### config.mk
export PLATFORM = sky130hd
export DESIGN_NAME = sha1_message_digest
export DESIGN_NICKNAME = d
export VERILOG_FILES = /design/src/rtl/sha1md_pkg.sv /design/src/rtl/sha1_message_digest.sv /design/src/rtl/sha1md_ctrl.sv /design/src/rtl/sha1md_dpath.sv
export VERILOG_INCLUDE_DIRS = /design/src /design/src/rtl
export SDC_FILE = /design/constraint.sdc
export NUM_CORES = 2
export LEC_CHECK = 0
export BUFFER_PORTS_ARGS = -buffer_cell sky130_fd_sc_hd__buf_2
export CAP_MARGIN = 25
export CORE_ASPECT_RATIO = 0.7
export CORE_MARGIN = 5
export CORE_UTILIZATION = 60
export DETAILED_ROUTE_END_ITERATION = 6
export GPL_TIMING_DRIVEN = 0
export PLACE_DENSITY = 0.83
export SLEW_MARGIN = 20
export SYNTH_ARGS = -nofsm -noshare
export SYNTH_HDL_FRONTEND = slang
export SYNTH_SLANG_ARGS = --single-unit
### constraint.sdc
create_clock -name clock -period 46.9 [get_ports clock]
set_clock_uncertainty 0.05 [all_clocks]
set_input_delay 9.38 -clock clock [delete_from_list [all_inputs] [get_ports clock]]
set_output_delay 9.38 -clock clock [all_outputs]
set_load 0.02 [all_outputs]
### src/rtl/assert_macros.svh
// assertion macros used by the top-level rtl file
// no dependencies; clock and reset are passed in by the user
`ifndef ASSERT_MACROS_SVH
`define ASSERT_MACROS_SVH

// property must hold at every clock edge outside reset
`define ASSERT_ALWAYS(label, clk, rst, prop, msg) \
   label: assert property (@(posedge clk) disable iff (rst) (prop)) else $error(msg);

// consequent must hold in the cycle after the antecedent
`define ASSERT_NEXT(label, clk, rst, ante, cons, msg) \
   label: assert property (@(posedge clk) disable iff (rst) (ante) |=> (cons)) else $error(msg);

`endif

### src/rtl/sha1md_pkg.sv
// types and constants for the sha-1 message digest block
// no dependencies; imported by the controller, the datapath and the top level
package sha1md_pkg;

   typedef struct packed {
      logic [7:0] data_byte;
      logic       byte_valid;
      logic       msg_last;
   } req_beat_type;

   typedef struct packed {
      logic [63:0] digest_high;
      logic [63:0] digest_middle;
      logic [31:0] digest_low;
   } rsp_beat_type;

   typedef enum logic [2:0] {
      ST_IDLE,
      ST_PAD,
      ST_ROUND,
      ST_UPDATE,
      ST_OUTPUT
   } state_type;

   typedef enum logic [1:0] {
      SEL_INPUT,
      SEL_MARK,
      SEL_ZERO,
      SEL_LENGTH
   } byte_sel_type;

   typedef struct packed {
      logic         push;
      byte_sel_type byte_sel;
      logic [2:0]   len_idx;
      logic         load_work;
      logic         round;
      logic [6:0]   round_idx;
      logic         update_hash;
      logic         count_byte;
      logic         finish;
   } cmd_type;

   localparam logic [31:0] H_INIT [5] = '{
      32'h67452301, 32'hEFCDAB89, 32'h98BADCFE, 32'h10325476, 32'hC3D2E1F0
   };

   localparam logic [31:0] K_ROUND0 = 32'h5A827999;
   localparam logic [31:0] K_ROUND1 = 32'h6ED9EBA1;
   localparam logic [31:0] K_ROUND2 = 32'h8F1BBCDC;
   localparam logic [31:0] K_ROUND3 = 32'hCA62C1D6;

   localparam logic [7:0] PAD_MARK   = 8'h80;
   localparam logic [6:0] LAST_ROUND = 7'd79;
   localparam logic [5:0] LEN_POS    = 6'd56;
   localparam logic [5:0] LAST_POS   = 6'd63;
   localparam logic [6:0] NUM_ROUNDS = 7'd80;

endpackage

### src/rtl/sha1_message_digest.sv
// sha-1 digest engine fed at most one message byte per beat; one digest beat per message.
// a beat that does not complete a 64-byte block is accepted without a stall; one that
// completes it is followed by 80 rounds of the single round unit plus the hash add, with
// requests stalled. finishing pushes the pad bytes, then runs the rounds and hash add for
// each padded block. synchronous reset loads the initial hash values and clears all
// counters; nothing else needs clearing.
`include "assert_macros.svh"

module sha1_message_digest
   import sha1md_pkg::*;
(
   input  logic         clock,
   input  logic         reset,
   input  logic         req_valid,
   output logic         req_stall,
   input  req_beat_type req_beat,
   output logic         rsp_valid,
   input  logic         rsp_stall,
   output rsp_beat_type rsp_beat
);

   cmd_type ctrl_cmd;

   sha1md_ctrl u_ctrl (
      .clock      (clock),
      .reset      (reset),
      .req_valid  (req_valid),
      .byte_valid (req_beat.byte_valid),
      .msg_last   (req_beat.msg_last),
      .req_stall  (req_stall),
      .rsp_valid  (rsp_valid),
      .rsp_stall  (rsp_stall),
      .cmd        (ctrl_cmd)
   );

   sha1md_dpath u_dpath (
      .clock     (clock),
      .reset     (reset),
      .cmd       (ctrl_cmd),
      .data_byte (req_beat.data_byte),
      .digest    (rsp_beat)
   );

   `ASSERT_ALWAYS(a_no_req_while_rsp, clock, reset, !rsp_valid || req_stall, "request taken while digest pending")
   `ASSERT_ALWAYS(a_round_in_range, clock, reset, !ctrl_cmd.round || ctrl_cmd.round_idx < NUM_ROUNDS, "round index out of range")
   `ASSERT_ALWAYS(a_round_blocks_push, clock, reset, !(ctrl_cmd.round && ctrl_cmd.push), "byte pushed during rounds")
   `ASSERT_NEXT(a_idle_after_rsp, clock, reset, rsp_valid && !rsp_stall, !rsp_valid && !req_stall, "not idle after digest beat")

endmodule

### src/rtl/sha1md_ctrl.sv
// controller for the sha-1 digest block: byte slot tracking, padding and round sequencing
// depends on sha1md_pkg
module sha1md_ctrl
   import sha1md_pkg::*;
(
   input  logic    clock,
   input  logic    reset,
   input  logic    req_valid,
   input  logic    byte_valid,
   input  logic    msg_last,
   output logic    req_stall,
   output logic    rsp_valid,
   input  logic    rsp_stall,
   output cmd_type cmd
);

   state_type  state_ff, state_in;
   logic [5:0] pos_ff, pos_in;
   logic [6:0] rnd_ff, rnd_in;
   logic       final_ff, final_in;
   logic       mark_ff, mark_in;
   logic       lenph_ff, lenph_in;
   logic       done_ff, done_in;
   logic       req_accept;
   logic       fills;

   // outputs
   always_comb begin
      cmd        = '0;
      cmd.byte_sel = SEL_INPUT;
      req_stall  = 1'b1;
      rsp_valid  = 1'b0;
      req_accept = 1'b0;
      case (state_ff)
         ST_IDLE: begin
            req_stall  = 1'b0;
            req_accept = req_valid;
            cmd.push   = req_valid && byte_valid;
            cmd.count_byte = req_valid && byte_valid;
         end
         ST_PAD: begin
            cmd.push = 1'b1;
            if (!mark_ff) begin
               cmd.byte_sel = SEL_MARK;
            end else if (lenph_ff || pos_ff == LEN_POS) begin
               cmd.byte_sel = SEL_LENGTH;
            end else begin
               cmd.byte_sel = SEL_ZERO;
            end
         end
         ST_ROUND: begin
            cmd.round = 1'b1;
         end
         ST_UPDATE: begin
            cmd.update_hash = 1'b1;
         end
         ST_OUTPUT: begin
            rsp_valid  = 1'b1;
            cmd.finish = !rsp_stall;
         end
         default: begin
            req_stall = 1'b1;
         end
      endcase
      cmd.len_idx   = pos_ff[2:0];
      cmd.round_idx = rnd_ff;
      cmd.load_work = cmd.push && pos_ff == LAST_POS;
   end

   assign fills = cmd.load_work;

   // next state
   always_comb begin
      state_in = state_ff;
      case (state_ff)
         ST_IDLE: begin
            if (req_accept) begin
               if (fills) begin
                  state_in = ST_ROUND;
               end else if (msg_last) begin
                  state_in = ST_PAD;
               end
            end
         end
         ST_PAD: begin
            if (fills) begin
               state_in = ST_ROUND;
            end
         end
         ST_ROUND: begin
            if (rnd_ff == LAST_ROUND) begin
               state_in = ST_UPDATE;
            end
         end
         ST_UPDATE: begin
            if (done_ff) begin
               state_in = ST_OUTPUT;
            end else if (final_ff) begin
               state_in = ST_PAD;
            end else begin
               state_in = ST_IDLE;
            end
         end
         ST_OUTPUT: begin
            if (!rsp_stall) begin
               state_in = ST_IDLE;
            end
         end
         default: begin
            state_in = ST_IDLE;
         end
      endcase
   end

   // counters and padding flags
   always_comb begin
      pos_in   = cmd.push ? pos_ff + 6'd1 : pos_ff;
      rnd_in   = (state_ff == ST_ROUND) ? rnd_ff + 7'd1 : '0;
      final_in = final_ff || (req_accept && msg_last);
      mark_in  = mark_ff || (cmd.push && cmd.byte_sel == SEL_MARK);
      lenph_in = lenph_ff || (cmd.push && cmd.byte_sel == SEL_LENGTH);
      // the length byte in the last slot closes the final block
      done_in  = done_ff || (fills && cmd.byte_sel == SEL_LENGTH);
      if (cmd.finish) begin
         pos_in   = '0;
         final_in = 1'b0;
         mark_in  = 1'b0;
         lenph_in = 1'b0;
         done_in  = 1'b0;
      end
   end

   always_ff @(posedge clock) begin
      if (reset) begin
         state_ff <= ST_IDLE;
         pos_ff   <= '0;
         rnd_ff   <= '0;
         final_ff <= 1'b0;
         mark_ff  <= 1'b0;
         lenph_ff <= 1'b0;
         done_ff  <= 1'b0;
      end else begin
         state_ff <= state_in;
         pos_ff   <= pos_in;
         rnd_ff   <= rnd_in;
         final_ff <= final_in;
         mark_ff  <= mark_in;
         lenph_ff <= lenph_in;
         done_ff  <= done_in;
      end
   end

endmodule

### src/rtl/sha1md_dpath.sv
// datapath for the sha-1 digest block: block shift register, round unit, hash words
// depends on sha1md_pkg; driven by sha1md_ctrl commands
module sha1md_dpath
   import sha1md_pkg::*;
(
   input  logic         clock,
   input  logic         reset,
   input  cmd_type      cmd,
   input  logic [7:0]   data_byte,
   output rsp_beat_type digest
);

   logic [511:0] block_ff, block_in;
   logic [31:0]  hash_ff [5];
   logic [31:0]  hash_in [5];
   logic [31:0]  a_ff, b_ff, c_ff, d_ff, e_ff;
   logic [31:0]  a_in, b_in, c_in, d_in, e_in;
   logic [63:0]  bits_ff, bits_in;
   logic [7:0]   push_byte;
   logic [5:0]   len_shift;
   logic [31:0]  w_cur, w_new, f_val, k_val;

   function automatic logic [31:0] rol(input logic [31:0] v, input logic [4:0] n);
      logic [63:0] dbl;
      dbl = {v, v} << n;
      return dbl[63:32];
   endfunction

   // byte fed into the block: message, pad marker, zero fill or length
   always_comb begin
      len_shift = {3'(3'd7 - cmd.len_idx), 3'b000};
      case (cmd.byte_sel)
         SEL_INPUT:  push_byte = data_byte;
         SEL_MARK:   push_byte = PAD_MARK;
         SEL_ZERO:   push_byte = '0;
         SEL_LENGTH: push_byte = 8'(bits_ff >> len_shift);
         default:    push_byte = '0;
      endcase
   end

   // window top word is w[t]; next schedule word from taps 13, 8, 2, 0
   assign w_cur = block_ff[511:480];
   assign w_new = rol(block_ff[95:64] ^ block_ff[255:224] ^ block_ff[447:416] ^ w_cur, 5'd1);

   always_comb begin
      case (cmd.round_idx) inside
         [7'd0:7'd19]: begin
            f_val = (b_ff & c_ff) | (~b_ff & d_ff);
            k_val = K_ROUND0;
         end
         [7'd20:7'd39]: begin
            f_val = b_ff ^ c_ff ^ d_ff;
            k_val = K_ROUND1;
         end
         [7'd40:7'd59]: begin
            f_val = (b_ff & c_ff) | (b_ff & d_ff) | (c_ff & d_ff);
            k_val = K_ROUND2;
         end
         default: begin
            f_val = b_ff ^ c_ff ^ d_ff;
            k_val = K_ROUND3;
         end
      endcase
   end

   always_comb begin
      block_in = block_ff;
      if (cmd.push) begin
         block_in = {block_ff[503:0], push_byte};
      end else if (cmd.round) begin
         block_in = {block_ff[479:0], w_new};
      end

      a_in = a_ff;
      b_in = b_ff;
      c_in = c_ff;
      d_in = d_ff;
      e_in = e_ff;
      if (cmd.load_work) begin
         a_in = hash_ff[0];
         b_in = hash_ff[1];
         c_in = hash_ff[2];
         d_in = hash_ff[3];
         e_in = hash_ff[4];
      end else if (cmd.round) begin
         a_in = rol(a_ff, 5'd5) + f_val + e_ff + k_val + w_cur;
         b_in = a_ff;
         c_in = rol(b_ff, 5'd30);
         d_in = c_ff;
         e_in = d_ff;
      end

      hash_in = hash_ff;
      if (cmd.finish) begin
         hash_in = H_INIT;
      end else if (cmd.update_hash) begin
         hash_in[0] = hash_ff[0] + a_ff;
         hash_in[1] = hash_ff[1] + b_ff;
         hash_in[2] = hash_ff[2] + c_ff;
         hash_in[3] = hash_ff[3] + d_ff;
         hash_in[4] = hash_ff[4] + e_ff;
      end

      bits_in = bits_ff;
      if (cmd.finish) begin
         bits_in = '0;
      end else if (cmd.count_byte) begin
         bits_in = bits_ff + 64'd8;
      end
   end

   always_ff @(posedge clock) begin
      if (reset) begin
         hash_ff <= H_INIT;
         bits_ff <= '0;
      end else begin
         hash_ff <= hash_in;
         bits_ff <= bits_in;
      end
   end

   always_ff @(posedge clock) begin
      block_ff <= block_in;
      a_ff     <= a_in;
      b_ff     <= b_in;
      c_ff     <= c_in;
      d_ff     <= d_in;
      e_ff     <= e_in;
   end

   assign digest.digest_high   = {hash_ff[0], hash_ff[1]};
   assign digest.digest_middle = {hash_ff[2], hash_ff[3]};
   assign digest.digest_low    = hash_ff[4];

endmodule

==> results.yml <==
run_status:
  status: "complete, but fails checks"
  violations: "design-rule violations"
clock_network:
  cts.sink_count: 913
  numCtsBuffers: 90
  htree_levels: 3
  tritoncts: "done"
  clockRootBuffer: "clkbuf_16"
  ctsResizeCount: 0
  clockBufferDepth: 3
  clock_latency_ns: 0.68
  clk_pin_slew_ns: 0.06
  cts_setup_buffers: 0
  cts_hold_buf: 0
die:
  die_w_um: 359
  dieArea_sq_um: 91400
  core_area_sq_um: 84500
  rows: 89
  start_util_pct: 60.6
  ios: 176
  fp.dieH_um: 254
job:
  drv_cap: 0
global_routing:
  grt_overflow_total: 0
  grt_use_total_pct: 37.1
  grt_pass1_vias: 40900
  grt_first_pass_wirelength_um: 255000
  antenna_found_initial: 5
  grt_max_degree: 55
placed_design:
  post-place-cells: 6922
  place.gp.congestion: 1.04
  port_buffers: 175
  dp_hpwl_um: 134000
critical_path:
  path_cells: "buf_2, a21oi_1, nor3_1, clkbuf_1, nand4_1, clkbuf_1, clkbuf_1, nand2_4, buf_16, buf_12"
  path_class: "input pin to flip-flop"
  slowest_delay_ns: 0.79
  crit_top_cell: "clkbuf_1"
  critPathLaunchType: "input pin"
  worstPathMaxFanout: 54
  worst-endpoint-required_ns: 47.20
  cp.arrival_ns: 13.20
  critPathSlowestCell: "clkbuf_1"
  critPathCaptureType: "flip-flop"
synth:
  synth_area_per_cell_sq_um: 9.20
  synth-main-ff-cell: "edfxtp_1"
  synth_cells: 5572
  synth-edff-count: 672
  synth-seq-cells: 913
  yosysUniqueCellTypes: 83
  ys_seq_area_share_pct: 48.8
  yosys_warnings: 0
  synth_nets: 5936
  syn-cell-area_sq_um: 51200
  ys_async_sr_fraction_pct: 0
detailed_routing:
  firstDrtPassIters: 7
  route.vias.total: 44600
  postRouteAntennaNets: 0
  wirelength_um: 175000
  drc: 1
  drt-wirelength-per-cell_um: 24.7
  viasPerCell: 6.28
  dr.first_iter.drc_count: 7744
finish:
  layout_commonest_cell: "nand2_1"
  final_cell_count_no_fill: 7103
  syn_to_final_growth_pct: 12.2
  multi_input_area_sq_um: 24500
  final_cell_mix: "2115 x nand2_1, 672 x edfxtp_1, 241 x inv_1, 241 x dfxtp_1"
  nFillCells: 6492
  utilization_pct: 68.0
  final_nets: 6251
  ff_latch_area_sq_um: 25000
  final_layout_size_suffix_gt1_share_pct: 6.88
power_and_ir_drop:
  peakVddDrop_mv: 0.0273
  power.density_nw_per_um2: 34.7
  p_leak_nw: 24.7
  total_power_mw: 2.00
sta:
  finalMaxSlewViolations: 0
  hold_viol_final: 0
  grt_setup_unrepaired: "false"
  worstMarginPinSlew_ns: 1.24
  setup_tns_ns: 0
  setup_viol: 0
  min_period_ns: 12.90
  clock.fmax_mhz: 77.5
  fin_crit_sh_pct: 27.5
  slew_headroom_pct: 17.5
worst_hold_path:
  worstHoldPathType: "flip-flop to flip-flop"
## logic make-up after synthesis
group	count (synthesis)	share of synthesized area (%)
AND/OR/NAND/NOR	2686	21.3
flip-flops	913	48.8
AO/OA/AOI/OAI	820	10.0
buffers and inverters	479	3.53
adder cells (fa/ha/maj)	350	10.4
XOR/XNOR	302	5.16
multiplexers	22	0.747
## stage by stage
stage | area, sq um | setup WS [ns] | hold WS (ns)
6_report | 57500 | 34.00 | 0.429
5_1_grt | 57500 | 33.96 | 0.444
4_1_cts | 57300 | 34.23 | 0.429
3_5_place_dp | 54400 | 33.54 | 0.415
3_3_place_gp | 53500 | -5.58 | 0.401
2_1_floorplan | 51200 | 8.46 | 0.387
## registers in the layout, indices dropped and copies added (netlist names), 3 cells and up
name              flops
u_dpath.a_ff         32
u_dpath.bits_ff      61
u_ctrl.rnd_ff         7
u_dpath.e_ff         32
u_dpath.b_ff         32
u_dpath.c_ff         32
u_dpath.d_ff         32
u_dpath.block_ff    512
u_ctrl.state_ff       3
u_ctrl.pos_ff         6
u_dpath.digest      160
## cells in the mapped netlist (10+ instances only)
master    instances  share of area, %
a21o_1           90               1.3
o32ai_1          20              0.34
nand3_1          53              0.52
o211ai_1         51              0.75
dfxtp_1         241               9.4
o21bai_1         24              0.35
ha_1            226               5.5
xor2_1          105               1.8
mux4_2           13              0.57
nand2_1        2116                16
edfxtp_1        672                39
o21a_1           20              0.29
nor2b_1          54              0.66
nor3_1           49              0.48
clkbuf_1        222               1.6
fa_1            124               4.8
nand2b_1         27              0.33
or3_1            25              0.31
a21oi_1         240               2.3
nand4_1          19              0.23
a22oi_1          14              0.21
o21ai_0         209               2.0
a211o_1          13              0.22
inv_1           241               1.8
and2_1           10              0.12
and3_1           29              0.35
a31oi_1          29              0.35
buf_1            13             0.095
xnor2_1         197               3.4
nor2_1          241               1.8
a211oi_1         22              0.32
## final timing paths
| check | startpoint | to | slack (ns) | depth (start not counted) |
|---|---|---|---|---|
| worst min-delay path | u_ctrl.lenph_ff | u_ctrl.lenph_ff | 0.43 | 2 |
| worst max-delay path | req_beat[1] | u_dpath.c_ff[4] | 34.00 | 10 |
| worst max register to register | u_ctrl.rnd_ff[0] | u_dpath.a_ff[28] | 38.11 | 26 |
| worst min register to register | u_ctrl.lenph_ff | u_ctrl.lenph_ff | 0.43 | 2 |
## worst max-delay path, delay by kind of cell
kind            cells  cell delay (ns)
buf+inv             6             2.42
compound gates      1             0.10
simple gates        3             1.20
## power breakdown
part,switching (mW),internal (mW),total (mW)
registers,0.0521,0.952,1.00
clock network,0.332,0.405,0.737
logic,0.167,0.0869,0.254
total,0.551,1.44,2.00
## area by class of cell
class | count | area share [%]
Inverter | 242 | 1.58
Tap cell | 1137 | 2.48
Buffer | 237 | 1.59
Sequential cell | 913 | 43.5
Timing Repair Buffer | 223 | 3.22
Clock inverter | 47 | 0.690
Antenna cell | 6 | 0.0261
Clock buffer | 118 | 4.35
Multi-Input combinational cell | 4180 | 42.6
## per-layer routing
layer	global-route usage, %	vias to the layer above	part of all wire, %
met1	55.2	21300	40
met4	9.45	8	3.0
met3	17.3	372	19
met2	48.5	3469	38
li1	-	19500	-
met5	0	-	0.10
Note: power is estimated with default switching activity, not from simulation.
